## config.mk

```make
export PLATFORM = sky130hd
export DESIGN_NAME = base64_stream_encoder
export DESIGN_NICKNAME = d
export VERILOG_FILES = /design/src/b64se_pkg.sv /design/src/b64se_front.sv /design/src/b64se_fifo.sv /design/src/b64se_back.sv /design/src/base64_stream_encoder.sv
export SDC_FILE = /design/constraint.sdc
export NUM_CORES = 1
export LEC_CHECK = 0
export CAP_MARGIN = 10
export CORE_MARGIN = 2
export CORE_UTILIZATION = 40
export CTS_CLUSTER_SIZE = 20
export DETAILED_ROUTE_END_ITERATION = 16
export DONT_BUFFER_PORTS = 1
export PLACE_DENSITY_LB_ADDON = 0.15
export SYNTH_ARGS = -nofsm -noshare
export SYNTH_HDL_FRONTEND = slang
export SYNTH_SLANG_ARGS = --single-unit
```

## constraint.sdc

```tcl
create_clock -name clk -period 6.25 [get_ports clk]
set_clock_uncertainty 0.15 [all_clocks]
set_input_delay 0.3125 -clock clk [delete_from_list [all_inputs] [get_ports clk]]
set_output_delay 0.3125 -clock clk [all_outputs]
set_load 0.05 [all_outputs]
```

## src/b64se_pkg.sv

```systemverilog
// Shared types, constants and the alphabet function of the Base64 stream encoder.
`timescale 1ns / 1ps
package b64se_pkg;

  // One group of up to three bytes, handed from the front end to the back end.
  typedef struct packed {
    logic [7:0] b0;
    logic [7:0] b1;
    logic [7:0] b2;
    logic [1:0] nbytes;
    logic       brk;
    logic       last;
  } grp_t;

  // Status of the group queue as seen by both of its sides.
  typedef struct packed {
    logic full;
    logic empty;
  } q_stat_t;

  localparam logic [7:0] CHAR_PAD = 8'h3D;
  localparam logic [7:0] CHAR_CR  = 8'h0D;
  localparam logic [7:0] CHAR_LF  = 8'h0A;

  localparam logic [7:0] LINE_GROUPS_RST = 8'd19;
  localparam logic [7:0] GIL_MAX         = 8'd255;

  // Register indexes of the configuration port.
  localparam logic REG_LINE_GROUPS = 1'b0;

  // Character positions within one group transaction sequence.
  localparam logic [2:0] CI_Q0 = 3'd0;
  localparam logic [2:0] CI_Q1 = 3'd1;
  localparam logic [2:0] CI_Q2 = 3'd2;
  localparam logic [2:0] CI_Q3 = 3'd3;
  localparam logic [2:0] CI_CR = 3'd4;
  localparam logic [2:0] CI_LF = 3'd5;

  // Standard alphabet: A-Z, a-z, 0-9, '+', '/'.
  function automatic logic [7:0] b64_char(input logic [5:0] v);
    logic [7:0] c;
    if (v < 6'd26)      c = 8'h41 + {2'b00, v};
    else if (v < 6'd52) c = 8'h61 + {2'b00, v - 6'd26};
    else if (v < 6'd62) c = 8'h30 + {2'b00, v - 6'd52};
    else if (v == 6'd62) c = 8'h2B;
    else                 c = 8'h2F;
    return c;
  endfunction

endpackage

```

## src/b64se_front.sv

```systemverilog
// Front end: collects bytes into groups and decides line breaks.
`timescale 1ns / 1ps
module b64se_front (
  input  logic               clk,
  input  logic               rst_n,
  input  logic               accept,
  input  logic [7:0]         in_byte,
  input  logic               in_last_byte,
  input  logic [7:0]         line_groups,
  output logic               grp_push,
  output b64se_pkg::grp_t    grp
);
  import b64se_pkg::*;

  logic [15:0] pend_bytes_r, pend_bytes_nxt;
  logic [1:0]  pend_cnt_r, pend_cnt_nxt;
  logic [7:0]  gil_r, gil_nxt;
  logic [1:0]  cnt;
  logic [7:0]  gil_inc;
  logic        hold;
  logic        brk;

  always_comb begin
    cnt     = (pend_cnt_r == 2'd3) ? 2'd2 : pend_cnt_r;
    hold    = !in_last_byte && (cnt < 2'd2);
    gil_inc = (gil_r == GIL_MAX) ? GIL_MAX : gil_r + 8'd1;
    brk     = (line_groups != 8'd0) && (gil_inc >= line_groups);

    grp.b0     = (cnt == 2'd0) ? in_byte : pend_bytes_r[15:8];
    grp.b1     = (cnt == 2'd2) ? pend_bytes_r[7:0] : ((cnt == 2'd1) ? in_byte : 8'd0);
    grp.b2     = (cnt == 2'd2) ? in_byte : 8'd0;
    grp.nbytes = cnt + 2'd1;
    grp.brk    = brk;
    grp.last   = in_last_byte;
    grp_push   = accept && !hold;

    pend_bytes_nxt = pend_bytes_r;
    pend_cnt_nxt   = pend_cnt_r;
    gil_nxt        = gil_r;
    if (accept) begin
      if (hold) begin
        if (cnt == 2'd0) pend_bytes_nxt = {in_byte, 8'd0};
        else             pend_bytes_nxt = {pend_bytes_r[15:8], in_byte};
        pend_cnt_nxt = cnt + 2'd1;
      end else begin
        pend_bytes_nxt = 16'd0;
        pend_cnt_nxt   = 2'd0;
        gil_nxt        = (brk || in_last_byte) ? 8'd0 : gil_inc;
      end
    end
  end

  always_ff @(posedge clk) begin
    pend_bytes_r <= pend_bytes_nxt;
    if (!rst_n) begin
      pend_cnt_r <= 2'd0;
      gil_r      <= 8'd0;
    end else begin
      pend_cnt_r <= pend_cnt_nxt;
      gil_r      <= gil_nxt;
    end
  end

endmodule

```

## src/b64se_fifo.sv

```systemverilog
// Short queue of groups between the front end and the back end.
`timescale 1ns / 1ps
module b64se_fifo #(
  parameter int DEPTH = 4
) (
  input  logic               clk,
  input  logic               rst_n,
  input  logic               push,
  input  b64se_pkg::grp_t    wr_grp,
  input  logic               pop,
  output b64se_pkg::grp_t    rd_grp,
  output b64se_pkg::q_stat_t stat
);
  import b64se_pkg::*;

  localparam int AW = (DEPTH > 1) ? $clog2(DEPTH) : 1;
  localparam int CW = $clog2(DEPTH + 1);
  localparam logic [AW-1:0] LAST_IDX = AW'(DEPTH - 1);
  localparam logic [CW-1:0] FULL_CNT = CW'(DEPTH);

  grp_t          mem [DEPTH];
  logic [AW-1:0] wr_ptr_r, wr_ptr_nxt;
  logic [AW-1:0] rd_ptr_r, rd_ptr_nxt;
  logic [CW-1:0] cnt_r, cnt_nxt;
  logic          do_push, do_pop;

  always_comb begin
    stat.full  = (cnt_r == FULL_CNT);
    stat.empty = (cnt_r == '0);
    do_push    = push && !stat.full;
    do_pop     = pop && !stat.empty;
    rd_grp     = mem[rd_ptr_r];

    wr_ptr_nxt = wr_ptr_r;
    rd_ptr_nxt = rd_ptr_r;
    cnt_nxt    = cnt_r;
    if (do_push) wr_ptr_nxt = (wr_ptr_r == LAST_IDX) ? '0 : wr_ptr_r + AW'(1);
    if (do_pop)  rd_ptr_nxt = (rd_ptr_r == LAST_IDX) ? '0 : rd_ptr_r + AW'(1);
    if (do_push && !do_pop)      cnt_nxt = cnt_r + CW'(1);
    else if (!do_push && do_pop) cnt_nxt = cnt_r - CW'(1);
  end

  always_ff @(posedge clk) begin
    if (do_push) mem[wr_ptr_r] <= wr_grp;
    if (!rst_n) begin
      wr_ptr_r <= '0;
      rd_ptr_r <= '0;
      cnt_r    <= '0;
    end else begin
      wr_ptr_r <= wr_ptr_nxt;
      rd_ptr_r <= rd_ptr_nxt;
      cnt_r    <= cnt_nxt;
    end
  end

endmodule

```

## src/b64se_back.sv

```systemverilog
// Back end: queued groups to characters in the output register, one per cycle if popped.
`timescale 1ns / 1ps
module b64se_back (
  input  logic               clk,
  input  logic               rst_n,
  input  b64se_pkg::grp_t    grp,
  input  logic               grp_avail,
  output logic               grp_pop,
  input  logic               pop,
  output logic               empty,
  output logic [7:0]         out_char,
  output logic               out_last_char
);
  import b64se_pkg::*;

  logic [2:0] idx_r, idx_nxt;
  logic       vld_r, vld_nxt;
  logic [7:0] char_r, char_nxt;
  logic       lastc_r, lastc_nxt;
  logic       load;
  logic       final_char;
  logic [7:0] ch;

  always_comb begin
    unique case (idx_r)
      CI_Q0: ch = b64_char(grp.b0[7:2]);
      CI_Q1: ch = b64_char({grp.b0[1:0], grp.b1[7:4]});
      CI_Q2: ch = (grp.nbytes < 2'd2) ? CHAR_PAD : b64_char({grp.b1[3:0], grp.b2[7:6]});
      CI_Q3: ch = (grp.nbytes < 2'd3) ? CHAR_PAD : b64_char(grp.b2[5:0]);
      CI_CR: ch = CHAR_CR;
      CI_LF: ch = CHAR_LF;
      default: ch = CHAR_LF;
    endcase

    final_char = ((idx_r == CI_Q3) && !grp.brk) || (idx_r == CI_LF);
    load       = (!vld_r || pop) && grp_avail;
    grp_pop    = load && final_char;

    vld_nxt   = vld_r;
    char_nxt  = char_r;
    lastc_nxt = lastc_r;
    idx_nxt   = idx_r;
    if (vld_r && pop) vld_nxt = 1'b0;
    if (load) begin
      vld_nxt   = 1'b1;
      char_nxt  = ch;
      lastc_nxt = grp.last && final_char;
      idx_nxt   = final_char ? CI_Q0 : idx_r + 3'd1;
    end
  end

  always_ff @(posedge clk) begin
    char_r  <= char_nxt;
    lastc_r <= lastc_nxt;
    if (!rst_n) begin
      vld_r <= 1'b0;
      idx_r <= CI_Q0;
    end else begin
      vld_r <= vld_nxt;
      idx_r <= idx_nxt;
    end
  end

  assign empty         = !vld_r;
  assign out_char      = char_r;
  assign out_last_char = lastc_r;

endmodule

```

## src/base64_stream_encoder.sv

```systemverilog
// Top level of the Base64 stream encoder with line wrapping and its register port.
// A group goes into the group queue, then its first character into the output register.
// One character is emitted per cycle while results are popped: 4 per group of three bytes, or
// 6 with a CR LF break. Bytes are taken one per cycle until the group queue fills.
// Reset (rst_n low, synchronous) empties the queue and output register, drops the held bytes
// and clears the line count, and sets line_groups to 19.
`timescale 1ns / 1ps
module base64_stream_encoder #(
  parameter int QUEUE_DEPTH = 4
) (
  input  logic        clk,
  input  logic        rst_n,
  // Input queue side
  input  logic        push,
  output logic        full,
  input  logic [7:0]  in_byte,
  input  logic        in_last_byte,
  // Result queue side
  input  logic        pop,
  output logic        empty,
  output logic [7:0]  out_char,
  output logic        out_last_char,
  // Register port
  input  logic        psel,
  input  logic        penable,
  input  logic        pwrite,
  input  logic [2:0]  paddr,
  input  logic [31:0] pwdata,
  output logic [31:0] prdata,
  output logic        pready
);
  import b64se_pkg::*;

  logic       accept;
  logic       grp_push;
  logic       grp_pop;
  grp_t       wr_grp;
  grp_t       rd_grp;
  q_stat_t    q_stat;
  logic [7:0] line_groups_r, line_groups_nxt;
  logic       reg_sel;

  // Register port: one register, line_groups, at byte address 0. The word index is
  // paddr[2]; the low address bits are ignored. Writes elsewhere are dropped.
  assign pready  = 1'b1;
  assign reg_sel = (paddr[2] == REG_LINE_GROUPS);

  always_comb begin
    line_groups_nxt = line_groups_r;
    if (psel && penable && pwrite && pready && reg_sel) line_groups_nxt = pwdata[7:0];
    prdata = reg_sel ? {24'd0, line_groups_r} : 32'd0;
  end

  always_ff @(posedge clk) begin
    if (!rst_n) line_groups_r <= LINE_GROUPS_RST;
    else        line_groups_r <= line_groups_nxt;
  end

  // A byte transaction is taken whenever the group queue has room, even when the
  // byte is only held; this keeps full free of any dependence on the byte itself.
  assign full   = q_stat.full;
  assign accept = push && !full;

  // The front end groups bytes and decides the CR LF break at group time, so the
  // queue carries everything the back end needs to emit one group.
  b64se_front u_front (
    .clk          (clk),
    .rst_n        (rst_n),
    .accept       (accept),
    .in_byte      (in_byte),
    .in_last_byte (in_last_byte),
    .line_groups  (line_groups_r),
    .grp_push     (grp_push),
    .grp          (wr_grp)
  );

  b64se_fifo #(
    .DEPTH (QUEUE_DEPTH)
  ) u_fifo (
    .clk    (clk),
    .rst_n  (rst_n),
    .push   (grp_push),
    .wr_grp (wr_grp),
    .pop    (grp_pop),
    .rd_grp (rd_grp),
    .stat   (q_stat)
  );

  // The back end walks the head group one character per cycle while results are popped, and
  // retires it from the queue as its final character is loaded into the output register.
  b64se_back u_back (
    .clk           (clk),
    .rst_n         (rst_n),
    .grp           (rd_grp),
    .grp_avail     (!q_stat.empty),
    .grp_pop       (grp_pop),
    .pop           (pop),
    .empty         (empty),
    .out_char      (out_char),
    .out_last_char (out_last_char)
  );

endmodule

```

==> impl_metrics.tcl <==
set metrics [dict create \
    p_sw_share_pct 27.8 \
    rsz0062_at_grt "false" \
    cts.sinks 168 \
    min_to "u_fifo.mem[2][13]" \
    die_h_um 156 \
    die_area_um2 24400 \
    wirelength_mm 19.9 \
    place_area_um2 9430 \
    diodes 0 \
    outcome "finished clean" \
    reg2reg_setup_slack_ns 2.33 \
    max_freq_mhz 255 \
    synth_area_um2 9250 \
    grt_pass1_wl_mm 32.2 \
    cellLeakagePower_uw 0.00385 \
    postRouteAntennaNets 0 \
    ys_top_cells_by_count "edfxtp_1, nand2_1, ha_1" \
    clkPwrFrac_pct 37.6 \
    comb_power_share_pct 14.2 \
    synth_most_common_cell "edfxtp_1" \
    seq_power_share_pct 48.2 \
    clkTransAtPathRegs_ns 0.06 \
    switchingPower_uw 783 \
    initial_core_util_pct 40.9 \
    power_uw 2810 \
    grt_pass1_vias 5955 \
    hold_path_class "input pin to register" \
    tightest_slew_ns 0.946 \
    final_core_util_pct 45.2 \
    synth.largest_area_cell "edfxtp_1" \
    drc 0 \
    clock_latency_ns 0.42 \
    ys_top_cells_by_area "edfxtp_1, ha_1, dfxtp_1" \
    first_iter_violations 410 \
    cts_setup_buffers 0 \
    postCtsHoldBufs 19 \
    yosysSeqAreaShare_pct 51.2 \
    postLayoutCellArea_um2 10200 \
    hold_depth 1 \
    cts_buffer_depth 2 \
    core.rowCount 55 \
    die_w_um 156 \
    path_class "register to register" \
    hold_path.startpoint "in_byte[1]" \
    finalMaxSlewViolations 0 \
    clockRootBuffer "clkbuf_16" \
    layout.nets 899 \
    internal_power_uw 2030 \
    io_buffers 0 \
    async_reset_ff_share_pct 0 \
    hold_viol_final 0 \
    yosysWarnings 0 \
    peakVddDrop_mv 0.156 \
    viasPerCell 5.32 \
    period_share_pct 62.7 \
    antenna_found_initial 0 \
    drive_gt1_share_pct 11.6 \
    critPathLaunchType "register" \
    core-area_um2 22600 \
    ctsHtreeMaxLevel 4 \
    grt_max_degree 29 \
    synth_top_cell_area_share_pct 44.5 \
    cp.required_ns 6.25 \
    overflow 0 \
    fin_crit_ns 3.92 \
    r2r-end "u_back.out_char[5]" \
    grt_use_total_pct 17.3 \
    path_max_fanout 16 \
    dpl.cell_count 1034 \
    setup_tns_ns 0 \
    max_cap_violations 0 \
    cts_tree "done" \
    synth-edff-count 137 \
    synth-main-ff-cell "edfxtp_1" \
    ff2ff_path_depth 9 \
    dp_hpwl_mm 14.2 \
    critPathArrivalTime_ns 3.92 \
    area_growth_pct 10.6 \
    stdcell_count 1085 \
    power_density_nw_per_um2 275 \
    gp_congestion 0.836 \
    numCtsBuffers 17 \
    via_count 5771 \
    ioPinCount 95 \
    worstSetupEndpointType "register" \
    syn_area_per_cell_um2 12.1 \
    ys_seq_elements 168 \
    postSynthCellCount 767 \
    setup_violations 0 \
    yosysUniqueCellTypes 64 \
    cts_resized 0 \
    dr.pass1.iters 4 \
    slew_headroom_pct 36.8 \
    routedWlPerCell_um 18.3 \
]
## layout make-up
cell class                 instances  area [µm²]
clock buffer                      22         497
clock inverter                    10         104
fill                            2045       12400
inverter                          44         165
multi-input combinational        534        4150
sequential                       168        4740
tap                              285         357
timing repair buffer              22         213
## stage by stage
step           hold slack (ns)  setup WS [ns]
6_report                0.0263           2.33
5_1_grt                 0.0194           2.03
4_1_cts                0.00310           2.23
3_5_place_dp             0.248           2.25
3_3_place_gp             0.238           2.25
2_1_floorplan            0.261           2.73
## registers in the layout, indices dropped and copies added (netlist names), named ones only
name and count:
line_groups_r 8, u_front.pend_cnt_r 2, u_back.vld_r 1, u_front.pend_bytes_r 16, u_back.out_last_char 1, u_back.out_char 8
u_front.gil_r 8, u_back.idx_r 3, u_fifo.mem 112, u_fifo.wr_ptr_r 2, u_fifo.rd_ptr_r 2, u_fifo.cnt_r 3
## routing by layer
| layer | vias to the layer above | global-route usage (%) | share of wire, % |
|---|---|---|---|
| met2 | 94 | 27.6 | 46 |
| met5 | - | 0 | 0 |
| met3 | 23 | 3.36 | 3.2 |
| met4 | 0 | 5.77 | 1.9 |
| met1 | 2856 | 23.8 | 49 |
| li1 | 2798 | - | - |
## how the worst max path moves through the flow
stage | end | slack [ns] | depth (start not counted)
after floorplan | u_back.out_char[5] | 2.73 | 13
after global placement | u_back.out_char[5] | 2.25 | 9
after detailed placement | u_back.out_char[5] | 2.25 | 9
after CTS | u_back.out_char[5] | 2.23 | 9
after global routing | u_back.out_char[5] | 2.03 | 9
final | u_back.out_char[5] | 2.33 | 9
## cell usage in the layout, fill, tap and decap left out, types with 9 or more instances in the layout
master           n
clkbuf_16       19
xor2_1          24
o211ai_1        13
inv_1           43
nor2_1          35
and2_1          30
dfxtp_1         30
conb_1          25
nor2b_1         15
edfxtp_1       137
dlygate4sd3_1   19
mux4_2          26
nand2_1         73
mux2i_1         11
a21boi_0         9
nand3_1         16
o21ai_0         34
mux2_2          14
a21oi_1         18
ha_1            60
xnor2_1         20
## power by group through the flow
stage               Sequential, µW  Clock, µW  Combinational, µW
CTS                           1360       1080                401
floorplan                     1370          0                316
detailed placement            1380          0                386
finish                        1360       1060                400
global route                  1360       1120                446
global placement              1380          0                378
## kinds of logic (layout without fill, tap and decap cells)
family,Yosys count,in the layout,share of synthesized area [%]
buffers and inverters,88,98,4.94
xor gates and xnor gates,46,46,4.52
AOI/OAI and AO/OA,130,130,9.65
DFF,168,168,51.2
other,2,25,0.0812
and+or+nand+nor,221,221,12.1
adders and majority gates,61,61,8.33
muxes,51,51,9.23
## critical path: stages, from the launching register on
cell	delay, ns
dfxtp_2	0.71
buf_4	0.41
mux4_2	0.67
ha_1	0.28
a21o_1	0.18
a21oi_1	0.45
a221oi_1	0.18
o21ai_0	0.14
nand2_1	0.06
or4_1	0.41
No activity file was read; power rests on OpenSTA's default activity.
